**src/hdl/assert_macros.svh**
```systemverilog
// Assertion macros shared by the slab block size select RTL.
// Each macro clocks on clk and is disabled while rst_n is low.
`ifndef ASSERT_MACROS_SVH
`define ASSERT_MACROS_SVH

// Same-cycle implication check
`define SBSS_ASSERT_IMP(label, ante, cons, msg) \
    label: assert property (@(posedge clk) disable iff (!rst_n) (ante) |-> (cons)) \
        else $error(msg);

// Next-cycle implication check
`define SBSS_ASSERT_NXT(label, ante, cons, msg) \
    label: assert property (@(posedge clk) disable iff (!rst_n) (ante) |=> (cons)) \
        else $error(msg);

`endif

```
**src/hdl/sbss_pkg.sv**
```systemverilog
// Package for the slab block size select block: sizes, codes and the
// command and status bundles between controller and datapath. No dependencies.
`timescale 1ns / 1ps

package sbss_pkg;

    localparam int LOG_PAGE_SIZE    = 12;
    localparam int MAX_PAGES        = 32;
    localparam int BITMAP_WORD_BITS = 32;
    localparam int WASTE_SHIFT      = 3;

    // Field widths
    localparam int SLICE_W = 16;
    localparam int PAGE_W  = 6;
    localparam int BYTES_W = 18;
    localparam int CNT_W   = 18;
    localparam int WORDS_W = 13;

    // Internal widths
    localparam int BLK_W      = PAGE_W + LOG_PAGE_SIZE;
    localparam int DVD_W      = BLK_W + 1;
    localparam int DVS_W      = SLICE_W;
    localparam int DIV_CNT_W  = $clog2(DVD_W + 1);
    localparam int PAGE_BYTES = 1 << LOG_PAGE_SIZE;

    typedef enum logic [3:0] {
        S_IDLE,
        S_PAGE_DIV,
        S_PAGE_WAIT,
        S_TRIAL,
        S_CLAMP,
        S_COUNT_DIV,
        S_COUNT_WAIT,
        S_OUT
    } ctrl_state_t;

    typedef enum logic [1:0] {
        DIV_PAGE,
        DIV_COUNT
    } div_sel_t;

    typedef struct packed {
        logic     take_in;
        logic     div_start;
        div_sel_t div_sel;
        logic     trial_init;
        logic     trial_step;
        logic     clamp;
        logic     count_load;
        logic     out_load;
    } dp_cmd_t;

    typedef struct packed {
        logic div_done;
        logic trial_last;
        logic out_free;
    } dp_status_t;

endpackage

```
**src/hdl/slab_block_size_select.sv**
```systemverilog
// Top level of the slab block size select block: controller plus datapath.
// Depends on sbss_pkg, sbss_ctrl, sbss_dpath (and sbss_div below it).
//
//  channel  | handshake           | payload
//  ---------+---------------------+----------------------------------------------
//  input    | in_valid, in_ready  | slice_size, restart_table
//  output   | out_valid, out_ready| page_count, block_bytes, slices_per_block,
//           |                     | bitmap_words
//
// One request at a time: a new request is accepted only in the idle state, once the
// previous result has been loaded into the output register; T = 1..MAX_PAGES trial steps.
// The shared bit-serial divider (DVD_W = 19 steps) is run twice per request.
// Reset (rst_n low, asynchronous) clears the previous page count and the control.
// A result waits in the output register; the next request is taken meanwhile and
// stalls only at its own result stage until the register is free.
`timescale 1ns / 1ps

module slab_block_size_select (
    input  logic                         clk,
    input  logic                         rst_n,
    input  logic                         in_valid,
    output logic                         in_ready,
    input  logic [sbss_pkg::SLICE_W-1:0] slice_size,
    input  logic                         restart_table,
    output logic                         out_valid,
    input  logic                         out_ready,
    output logic [sbss_pkg::PAGE_W-1:0]  page_count,
    output logic [sbss_pkg::BYTES_W-1:0] block_bytes,
    output logic [sbss_pkg::CNT_W-1:0]   slices_per_block,
    output logic [sbss_pkg::WORDS_W-1:0] bitmap_words
);
    import sbss_pkg::*;

    dp_cmd_t    cmd;
    dp_status_t status;

    sbss_ctrl u_ctrl (
        .clk      (clk),
        .rst_n    (rst_n),
        .in_valid (in_valid),
        .in_ready (in_ready),
        .status   (status),
        .cmd      (cmd)
    );

    sbss_dpath u_dpath (
        .clk              (clk),
        .rst_n            (rst_n),
        .cmd              (cmd),
        .status           (status),
        .slice_size       (slice_size),
        .restart_table    (restart_table),
        .out_ready        (out_ready),
        .out_valid        (out_valid),
        .page_count       (page_count),
        .block_bytes      (block_bytes),
        .slices_per_block (slices_per_block),
        .bitmap_words     (bitmap_words)
    );

endmodule

```
**src/hdl/sbss_div.sv**
```systemverilog
// Restoring divider, one quotient bit per cycle, shared by all divisions.
// Depends on sbss_pkg and assert_macros.svh.
`timescale 1ns / 1ps
`include "assert_macros.svh"

module sbss_div (
    input  logic                       clk,
    input  logic                       rst_n,
    input  logic                       start,
    input  logic [sbss_pkg::DVD_W-1:0] dividend,
    input  logic [sbss_pkg::DVS_W-1:0] divisor,
    output logic                       done,
    output logic [sbss_pkg::DVD_W-1:0] quotient,
    output logic [sbss_pkg::DVS_W-1:0] remainder
);
    import sbss_pkg::*;

    logic [DVD_W-1:0]     dvd_reg, dvd_next;
    logic [DVS_W-1:0]     dvs_reg, dvs_next;
    logic [DVS_W-1:0]     rem_reg, rem_next;
    logic [DIV_CNT_W-1:0] cnt_reg, cnt_next;
    logic                 done_reg, done_next;
    logic [DVS_W:0]       trial;
    logic [DVS_W:0]       diff;
    logic                 ge;

    // Trial subtract of the shifted partial remainder
    always_comb
    begin
        trial = {rem_reg, dvd_reg[DVD_W-1]};
        diff  = trial - {1'b0, dvs_reg};
        ge    = (trial >= {1'b0, dvs_reg});
    end

    // Load on start, then shift one bit per cycle
    always_comb
    begin
        dvd_next  = dvd_reg;
        dvs_next  = dvs_reg;
        rem_next  = rem_reg;
        cnt_next  = cnt_reg;
        done_next = 1'b0;
        if (start)
        begin
            dvd_next = dividend;
            dvs_next = divisor;
            rem_next = '0;
            cnt_next = DIV_CNT_W'(DVD_W);
        end
        else if (cnt_reg != '0)
        begin
            rem_next  = ge ? diff[DVS_W-1:0] : trial[DVS_W-1:0];
            dvd_next  = {dvd_reg[DVD_W-2:0], ge};
            cnt_next  = cnt_reg - 1'b1;
            done_next = (cnt_reg == DIV_CNT_W'(1));
        end
    end

    always_ff @(posedge clk or negedge rst_n)
    begin
        if (!rst_n)
        begin
            cnt_reg  <= '0;
            done_reg <= 1'b0;
        end
        else
        begin
            cnt_reg  <= cnt_next;
            done_reg <= done_next;
        end
    end

    always_ff @(posedge clk)
    begin
        dvd_reg <= dvd_next;
        dvs_reg <= dvs_next;
        rem_reg <= rem_next;
    end

    assign done      = done_reg;
    assign quotient  = dvd_reg;
    assign remainder = rem_reg;

    `SBSS_ASSERT_IMP(a_start_when_idle, start, cnt_reg == '0, "divider restarted while busy")
    `SBSS_ASSERT_IMP(a_rem_below_divisor, done_reg, rem_reg < dvs_reg, "remainder not reduced")

endmodule

```
**src/hdl/sbss_dpath.sv**
```systemverilog
// Datapath: input and result registers, trial-remainder scan, clamp and
// divider operand selection. Depends on sbss_pkg, sbss_div, assert_macros.svh.
`timescale 1ns / 1ps
`include "assert_macros.svh"

module sbss_dpath (
    input  logic                         clk,
    input  logic                         rst_n,
    input  sbss_pkg::dp_cmd_t            cmd,
    output sbss_pkg::dp_status_t         status,
    input  logic [sbss_pkg::SLICE_W-1:0] slice_size,
    input  logic                         restart_table,
    input  logic                         out_ready,
    output logic                         out_valid,
    output logic [sbss_pkg::PAGE_W-1:0]  page_count,
    output logic [sbss_pkg::BYTES_W-1:0] block_bytes,
    output logic [sbss_pkg::CNT_W-1:0]   slices_per_block,
    output logic [sbss_pkg::WORDS_W-1:0] bitmap_words
);
    import sbss_pkg::*;

    // Request and scan registers
    logic [SLICE_W-1:0] slice_reg;
    logic               restart_reg;
    logic [PAGE_W-1:0]  prev_reg, prev_next;
    logic [PAGE_W-1:0]  n_reg;
    logic [BLK_W-1:0]   tblk_reg;
    logic [SLICE_W-1:0] prem_reg;
    logic [SLICE_W-1:0] acc_reg;
    logic [SLICE_W-1:0] best_reg;
    logic               have_best_reg;
    logic [PAGE_W-1:0]  pick_reg;
    logic [PAGE_W-1:0]  pages_reg;
    logic [DVD_W-1:0]   blk_reg;
    logic [DVD_W-1:0]   count_reg;

    // Result registers
    logic               out_valid_reg, out_valid_next;
    logic [PAGE_W-1:0]  page_out_reg;
    logic [BYTES_W-1:0] bytes_out_reg;
    logic [CNT_W-1:0]   cnt_out_reg;
    logic [WORDS_W-1:0] words_out_reg;

    // Divider hookup
    logic [DVD_W-1:0]   div_dvd;
    logic [DVS_W-1:0]   div_dvs;
    logic               div_done;
    logic [DVD_W-1:0]   div_q;
    logic [DVS_W-1:0]   div_r;

    // Scan and clamp logic
    logic               fits;
    logic               good;
    logic               found;
    logic [SLICE_W:0]   acc_sum;
    logic [SLICE_W-1:0] acc_step;
    logic [DVD_W-1:0]   ceil_sum;
    logic [PAGE_W-1:0]  ceil_pages;
    logic [PAGE_W-1:0]  prev_eff;
    logic [PAGE_W-1:0]  pages_clamped;
    logic [DVD_W-1:0]   words_sum;
    logic [WORDS_W-1:0] words_calc;

    sbss_div u_div (
        .clk       (clk),
        .rst_n     (rst_n),
        .start     (cmd.div_start),
        .dividend  (div_dvd),
        .divisor   (div_dvs),
        .done      (div_done),
        .quotient  (div_q),
        .remainder (div_r)
    );

    // Pick divider operands
    always_comb
    begin
        case (cmd.div_sel)
            DIV_COUNT:
            begin
                div_dvd = blk_reg;
                div_dvs = slice_reg;
            end
            default:
            begin
                div_dvd = DVD_W'(PAGE_BYTES);
                div_dvs = slice_reg;
            end
        endcase
    end

    // Evaluate the current trial block and advance its remainder
    always_comb
    begin
        fits     = (tblk_reg >= BLK_W'(slice_reg));
        good     = (BLK_W'(acc_reg) <= (tblk_reg >> WASTE_SHIFT));
        found    = fits && good;
        acc_sum  = {1'b0, acc_reg} + {1'b0, prem_reg};
        if (acc_sum >= {1'b0, slice_reg})
            acc_step = SLICE_W'(acc_sum - {1'b0, slice_reg});
        else
            acc_step = acc_sum[SLICE_W-1:0];
        ceil_sum   = DVD_W'(slice_reg) + DVD_W'(PAGE_BYTES - 1);
        ceil_pages = PAGE_W'(ceil_sum >> LOG_PAGE_SIZE);
    end

    // Round the slice count up to whole bitmap words (power-of-two word size)
    always_comb
    begin
        words_sum  = count_reg + DVD_W'(BITMAP_WORD_BITS - 1);
        words_calc = WORDS_W'(words_sum / DVD_W'(BITMAP_WORD_BITS));
    end

    // Clamp against the previous class
    always_comb
    begin
        prev_eff = restart_reg ? '0 : prev_reg;
        if (prev_eff != '0 && pick_reg < prev_eff)
            pages_clamped = prev_eff;
        else
            pages_clamped = pick_reg;
        prev_next = prev_reg;
        if (cmd.clamp)
            prev_next = pages_clamped;
    end

    // Hold a result until taken
    always_comb
    begin
        out_valid_next = out_valid_reg;
        if (cmd.out_load)
            out_valid_next = 1'b1;
        else if (out_ready)
            out_valid_next = 1'b0;
    end

    always_ff @(posedge clk or negedge rst_n)
    begin
        if (!rst_n)
        begin
            prev_reg      <= '0;
            out_valid_reg <= 1'b0;
        end
        else
        begin
            prev_reg      <= prev_next;
            out_valid_reg <= out_valid_next;
        end
    end

    // Payload registers
    always_ff @(posedge clk)
    begin
        if (cmd.take_in)
        begin
            slice_reg   <= (slice_size == '0) ? SLICE_W'(1) : slice_size;
            restart_reg <= restart_table;
        end
        if (cmd.trial_init)
        begin
            prem_reg      <= div_r;
            acc_reg       <= div_r;
            n_reg         <= PAGE_W'(1);
            tblk_reg      <= BLK_W'(PAGE_BYTES);
            have_best_reg <= 1'b0;
            pick_reg      <= ceil_pages;
        end
        if (cmd.trial_step)
        begin
            acc_reg  <= acc_step;
            n_reg    <= n_reg + 1'b1;
            tblk_reg <= tblk_reg + BLK_W'(PAGE_BYTES);
            if (found)
                pick_reg <= n_reg;
            else if (fits && (!have_best_reg || acc_reg < best_reg))
            begin
                have_best_reg <= 1'b1;
                best_reg      <= acc_reg;
                pick_reg      <= n_reg;
            end
        end
        if (cmd.clamp)
        begin
            pages_reg <= pages_clamped;
            blk_reg   <= DVD_W'(pages_clamped) << LOG_PAGE_SIZE;
        end
        if (cmd.count_load)
            count_reg <= div_q;
        if (cmd.out_load)
        begin
            page_out_reg  <= pages_reg;
            bytes_out_reg <= blk_reg[BYTES_W-1:0];
            cnt_out_reg   <= count_reg[CNT_W-1:0];
            words_out_reg <= words_calc;
        end
    end

    assign status.div_done   = div_done;
    assign status.trial_last = found || (n_reg == PAGE_W'(MAX_PAGES));
    assign status.out_free   = !out_valid_reg || out_ready;

    assign out_valid        = out_valid_reg;
    assign page_count       = page_out_reg;
    assign block_bytes      = bytes_out_reg;
    assign slices_per_block = cnt_out_reg;
    assign bitmap_words     = words_out_reg;

    `SBSS_ASSERT_IMP(a_no_overwrite, cmd.out_load, !out_valid_reg || out_ready, "result overwritten")
    `SBSS_ASSERT_NXT(a_clamp_monotonic, cmd.clamp && !restart_reg && prev_reg != '0, pages_reg >= $past(prev_reg), "page count fell below previous class")

endmodule

```
**src/hdl/sbss_ctrl.sv**
```systemverilog
// Controller state machine: sequences input capture, the page-mod division,
// the trial scan, the clamp and the slice count division. Depends on sbss_pkg.
`timescale 1ns / 1ps

module sbss_ctrl (
    input  logic                 clk,
    input  logic                 rst_n,
    input  logic                 in_valid,
    output logic                 in_ready,
    input  sbss_pkg::dp_status_t status,
    output sbss_pkg::dp_cmd_t    cmd
);
    import sbss_pkg::*;

    ctrl_state_t state_reg, state_next;

    always_ff @(posedge clk or negedge rst_n)
    begin
        if (!rst_n)
            state_reg <= S_IDLE;
        else
            state_reg <= state_next;
    end

    // Next state
    always_comb
    begin
        state_next = state_reg;
        unique case (state_reg)
            S_IDLE:       if (in_valid) state_next = S_PAGE_DIV;
            S_PAGE_DIV:   state_next = S_PAGE_WAIT;
            S_PAGE_WAIT:  if (status.div_done) state_next = S_TRIAL;
            S_TRIAL:      if (status.trial_last) state_next = S_CLAMP;
            S_CLAMP:      state_next = S_COUNT_DIV;
            S_COUNT_DIV:  state_next = S_COUNT_WAIT;
            S_COUNT_WAIT: if (status.div_done) state_next = S_OUT;
            S_OUT:        if (status.out_free) state_next = S_IDLE;
            default:      state_next = S_IDLE;
        endcase
    end

    // Commands
    always_comb
    begin
        cmd      = '0;
        in_ready = 1'b0;
        unique case (state_reg)
            S_IDLE:
            begin
                in_ready    = 1'b1;
                cmd.take_in = in_valid;
            end
            S_PAGE_DIV:
            begin
                cmd.div_start = 1'b1;
                cmd.div_sel   = DIV_PAGE;
            end
            S_PAGE_WAIT:  cmd.trial_init = status.div_done;
            S_TRIAL:      cmd.trial_step = 1'b1;
            S_CLAMP:      cmd.clamp = 1'b1;
            S_COUNT_DIV:
            begin
                cmd.div_start = 1'b1;
                cmd.div_sel   = DIV_COUNT;
            end
            S_COUNT_WAIT: cmd.count_load = status.div_done;
            S_OUT:        cmd.out_load = status.out_free;
            default:      cmd = '0;
        endcase
    end

endmodule
```
**config.mk**
```make
export PLATFORM = sky130hd
export DESIGN_NAME = slab_block_size_select
export DESIGN_NICKNAME = d
export VERILOG_FILES = /design/src/hdl/sbss_pkg.sv /design/src/hdl/slab_block_size_select.sv /design/src/hdl/sbss_div.sv /design/src/hdl/sbss_dpath.sv /design/src/hdl/sbss_ctrl.sv
export VERILOG_INCLUDE_DIRS = /design/src /design/src/hdl
export SDC_FILE = /design/constraint.sdc
export NUM_CORES = 1
export LEC_CHECK = 0
export BUFFER_PORTS_ARGS = -buffer_cell sky130_fd_sc_hd__buf_4
export CAP_MARGIN = 40
export CORE_ASPECT_RATIO = 0.9
export CORE_MARGIN = 2
export CORE_UTILIZATION = 55
export CTS_CLUSTER_DIAMETER = 150
export DETAILED_ROUTE_END_ITERATION = 16
export HOLD_SLACK_MARGIN = 0.15
export PLACE_DENSITY = 0.76
export REMOVE_ABC_BUFFERS = 1
export SKIP_LAST_GASP = 1
export SLEW_MARGIN = 20
export SYNTH_ARGS = -nofsm -noshare
export SYNTH_HDL_FRONTEND = slang
export SYNTH_SLANG_ARGS = --single-unit
```
**constraint.sdc**
```tcl
create_clock -name clk -period 3.8 [get_ports clk]
set_input_delay 0.19 -clock clk [delete_from_list [all_inputs] [get_ports clk]]
set_output_delay 0.19 -clock clk [all_outputs]
set_load 0.05 [all_outputs]
```
---- Yosys cells after proc, flatten, opt, wreduce, memory -nomap -nowiden ----
Index checks and enable logic that the tools add are counted.
operators by class
  add/subtract/negate cells ............... 8
  magnitude comparators ................... 6
  eq/ne operators ......................... 15
  multiplexer cells ....................... 41
  bitwise gates (word level) .............. 1
  reductions and logical operators ........ 17
operators with widths
  operator                                                          number
  16-bit two-way mux                                                4
  18-bit two-way mux                                                3
  6-bit two-way mux                                                 8
  19-bit two-way mux                                                2
  17-bit by 16-bit >= comparator with 1-bit output                  2
  4-bit one-hot mux with 8 select lines                             1
  16-bit subtractor                                                 2
  4-bit two-way mux                                                 5
  18-bit by 13-bit adder with 18-bit output, second input constant  1
  18-bit by 5-bit adder with 18-bit output, second input constant   1
  18-bit by 16-bit >= comparator with 1-bit output                  1
  16-bit by 12-bit adder with 17-bit output, second input constant  1
  16-bit by 16-bit adder with 17-bit output                         1
  4-bit by 3-bit == test with 1-bit output, second input constant   4
  16-bit by 15-bit <= comparator with 1-bit output                  1
  16-bit zero test                                                  1
  16-bit less-than comparator                                       1
  1-bit two-way mux                                                 15
  5-bit two-way mux                                                 2
  4-bit by 2-bit == test with 1-bit output, second input constant   2
  6-bit by 1-bit adder with 6-bit output, second input constant     1
  6-bit == test, second input constant                              1
  6-bit less-than comparator                                        1
  2-bit by 1-bit != test with 1-bit output, second input constant   3
  16 further kinds                                                  24
storage, ports and cells
  bits in registers ....................... 225
  bits of input ports ..................... 21
  word-level logic and storage cells ...... 110

---- Depth between registers and ports, before layout ----
  depth after elaboration ................. 6
  gate-level depth with buffers ........... 18

---- Modules after synthesis ----
A second synthesis with hierarchy kept.
second synthesis, totals
  cells, all modules ...................... 1070
  area total of the unflattened synthesis .. 11898.9 µm²
modules (own cells, without submodules)
  module      instances  cells each  area an instance (µm²)
  sbss_dpath  1          736         8485.6
  sbss_div    1          305         3194.3
  sbss_ctrl   1          29          219.0

---- Worst setup path before layout ----
Ideal clock, no wire load.
  path type ............................... register to register
  start ................................... reg u_dpath.acc_reg[0]
  end ..................................... reg u_dpath.acc_reg[10], data pin
  setup time .............................. 0.266 ns
  arrival ................................. 3.816 ns
  required time ........................... 3.534 ns
  slack ................................... -0.283 ns
  cell stages (with the launch flop) ...... 19
  period minus slack after synthesis ...... 4.083 ns
  cell sequence ........................... edfxtp_1 > ha_1 > fa_1 > a21oi_2 > o2111ai_2 > o21a_1 > nor2_1 > o21ai_0 > xor2_1 > ha_1 > and3_4 > and3_4 > a211oi_2 > nand2_1 > a2bb2oi_1 > nor2_4 > buf_12 > mux2i_1 > o21ai_1
between the ends
  cells in the longest elaborated chain, start to end .. 4
  elaborated cells on any way between the ends .. 5
RTL lines
  element                                                                                       line                                 RTL
  start, declared                                                                               sbss_dpath.sv:29                     logic [SLICE_W-1:0] acc_reg;
  start signal, assigned                                                                        sbss_dpath.sv:162                    acc_reg <= div_r;
  start signal, assigned                                                                        sbss_dpath.sv:170                    acc_reg <= acc_step;
  16-bit by 16-bit adder with 17-bit output (*)                                                 sbss_dpath.sv:98                     acc_sum = {1'b0, acc_reg} + {1'b0, prem_reg};
  16-bit subtractor / 17-bit by 16-bit >= comparator with 1-bit output (equally long branches)  sbss_dpath.sv:100, sbss_dpath.sv:99
  16-bit two-way mux (*)                                                                        sbss_dpath.sv:99                     if (acc_sum >= {1'b0, slice_reg})
  16-bit two-way mux (*)                                                                        sbss_dpath.sv:168                    if (cmd.trial_step)
Every way passes the cells marked *; elsewhere a longest branch is shown, timed or not.
A chain may end at the register's enable or synchronous reset.

---- Worst setup path in the final report ----
  start ................................... reg u_dpath.acc_reg[0]
  end ..................................... reg u_dpath.acc_reg[8], data pin
The elaborated chain is that of the path after synthesis.

==> summary.txt <==
Port Buffers = 65
delay-heaviest family, CP = compound AO/OA/AOI/OAI gates
Num CTS Buffers = 24
Leak = 5.88 nW
Starting Density = 0.560
Synth area leader = edfxtp_1
CP cell instances = ha_4, fa_2, a21oi_2, o2111ai_2, o21a_1, nor2_2, o21ai_2, xor2_2, ha_4, buf_4, nand3_1, nand2_2, a311oi_2, and3_4, nor3b_4, nor2_4, buf_12, mux2i_1, o21ai_1
Slowest-stage cell, CP = edfxtp_1
die height = 142 microns
Mapped Avg Cell Area = 11.2 sq um
Layout Cells excl Fill = 1491
clock net sink count = 212
Final Slew Violations = 0
slowest stage delay, CP = 0.43 ns
total negative slack = -4.51 ns
Final GP Congestion = 0.944
Cell Area, Synth = 11600 sq um
status = complete, but fails checks
WP buf/inv = 2
final hold slack = 0.396 ns
Die W = 157 microns
crit share post-route = 1.10
ys async rst share = 0.0755
drt drc = 0
r2r setup slk = -0.37 ns
Pwr Density = 961 nW/um^2
final hold violations = 0
Setup-failing EPs final = 16
synthesized flop and latch total = 212
diode count = 0
root buffer cell = clkbuf_16
Worst slew margin = 0.422
Worst path most repeated cell = ha_4
Synth Instances = 1040
RSZ-0062 raised after global routing = yes
clock-pin slew on the worst setup and hold paths = 0.06 ns
Worst-Skew Late Latency = 0.52 ns
Die ar. = 22300 sq um
Area Growth Syn to Fin = 21.3%
clk buf depth = 3
crit-path max FO = 7
ranking of synthesized cells by area = edfxtp_1 45%, ha_1 9.5%, dfxtp_1 4.0%
number of flip-flops in the largest register = 19
hold crit path type = primary input to flop
CP Capture Type = flop
worst vdd ir = 0.000465 V
Netlist cell types = 83
Startpoint Class = flop
core footprint = 20800 sq um
area of the multi-input gates = 5230 sq um
CP arrival = 4.41 ns
first-pass GRT wire length = 41500 microns
Crit path required time = 4.04 ns
Post-synth EDFFs = 173
gr ovfl total = 0
ANT nets after route = 0
fin crit period = 4.17 ns
vias in the first global route = 8337
overall routing resource usage = 0.235
largest net degree at the start of global routing = 48
final WL = 26000 microns
CTS tree = built
ratio of cells with drive above 1 in the final layout = 0.214
Least-Margin Pin Slew = 0.865 ns
total power = 13.6 mW
fill cell count = 1529
DR pass1 iterations = 8
placed cells = 1407
routed wire length per instance = 17.4 microns
initial antenna violation count = 0
max-cap check violation count = 0
Register Area = 6060 sq um
Top FF cell, synth = edfxtp_1
# rows = 50
critical path type = flop to flop
synth warn = 0
Iter 0 DRT Violations = 696
Fmax = 240 MHz
register area share after synthesis = 0.521
Yosys top cell area share = 0.447
Vias/cell = 5.55
Worst Slack Setup Final = -0.366 ns
I/O pins = 78
nets@finish = 1299
Worst Skew = 0.0137 ns
DR vias = 8277
failing checks = negative setup slack
Final HPWL DP = 18600 microns
H-tree Lvls = 1
per-stage QoR:
step / util / setup slack, ns / area [sq um]
2_1_floorplan: - / -0.337 / 11400
3_3_place_gp: 0.610 / -0.241 / 12700
3_5_place_dp: 0.611 / -0.429 / 12700
4_1_cts: 0.670 / -0.326 / 13900
5_1_grt: 0.679 / -0.479 / 14100
6_report: 0.679 / -0.366 / 14100
area by class of cell:
class                   instances  share of cell area
multi-input cells             699               0.371
clock inverters                13             0.00932
repair buffers                163              0.0953
inverters                      87              0.0232
well taps                     286              0.0254
flip-flops and latches        212               0.429
clock buffers                  31              0.0466
repair_timing:
| action | 4_1_cts | 5_1_grt |
|---|---|---|
| hold buffers | 20 | 1 |
| endpoints found under the hold margin | 35 | 1 |
| resized for setup | 25 | 20 |
| endpoints found under the setup margin | 16 | 16 |
| cloned | 1 | 0 |
| setup buffers | 12 | 4 |
| pin swaps | 23 | 24 |
worst reg2reg max path, stage by stage, from the launching register on:
cell and delay [ns]:
edfxtp_1 0.43, ha_4 0.20, fa_2 0.36, a21oi_2 0.18, o2111ai_2 0.17, o21a_1 0.23
nor2_2 0.14, o21ai_2 0.10, xor2_2 0.26, ha_4 0.26, buf_4 0.14, nand3_1 0.10
nand2_2 0.08, a311oi_2 0.26, and3_4 0.25, nor3b_4 0.06, nor2_4 0.19, buf_12 0.17
mux2i_1 0.24, o21ai_1 0.11
power breakdown:
group | internal (mW) | switching [mW]
clock | 1.36 | 0.910
combinational | 3.36 | 3.99
sequential | 3.40 | 0.529
final timing paths:
check                      depth (start not counted)                  endpoint                      start
setup / recovery                                  19        u_dpath.acc_reg[8]         u_dpath.acc_reg[0]
hold / removal                                     2       u_dpath.restart_reg              restart_table
setup reg to reg                                  19        u_dpath.acc_reg[8]         u_dpath.acc_reg[0]
hold reg to reg                                    0      u_dpath.count_reg[7]  u_dpath.u_div.quotient[7]
max in group asynchronous                          4       u_dpath.prev_reg[5]                      rst_n
min in group asynchronous                          3  u_dpath.u_div.cnt_reg[0]                      rst_n
cell families after synthesis:
family,count (synthesis),synth area share
buf+inv,140,0.0539
other cells,1,0.000323
fa+ha+maj,91,0.0999
simple gates,304,0.130
flops,212,0.521
xor+xnor,57,0.0429
mux,34,0.0303
compound gates,201,0.122
cell usage in the layout (no fill, tap or decap), types with 7 or more instances in the layout:
cell           synthesis  routed
buf_4                 18     134
edfxtp_1             173     173
a21o_1                18      18
nand2b_1              15      15
conb_1                 1      12
dlygate4sd3_1          0      21
nor2b_1               22      22
and2_1                 8       7
inv_1                 87      87
nand3_1               24      21
nand4_1                7       7
clkinv_2               0       7
a211oi_1              13      12
dfxtp_1               23      23
xor2_1                14      12
a21oi_1               47      46
xnor2_1               43      42
ha_1                  88      83
o21a_1                15      15
dfrtp_1               16      16
nor2_1                87      85
mux2_2                10      10
mux2i_1               24      21
o21ai_0               35      30
clkbuf_16              0      24
nor3_1                25      25
nand2_1               72      70
o21ai_1               11      13
nor4_1                11      10
cells in the mapped netlist (18+ instances only):
master and count:
dfxtp_1 23, xnor2_1 43, inv_1 87, a21o_1 18, ha_1 88, buf_4 18
nand3_1 24, nor3_1 25, nand2_1 72, mux2i_1 24, edfxtp_1 173, nor2_1 87
o21ai_0 35, nor2b_1 22, clkbuf_1 29, a21oi_1 47
metal layers:
metal	vias to the layer above	part of all wire	global-route usage
li1	4009	-	-
met1	3961	0.45	0.335
met2	250	0.46	0.374
met3	57	0.061	0.0356
met4	0	0.026	0.0689
met5	-	0	0
No activity file was read; power rests on OpenSTA's default activity.
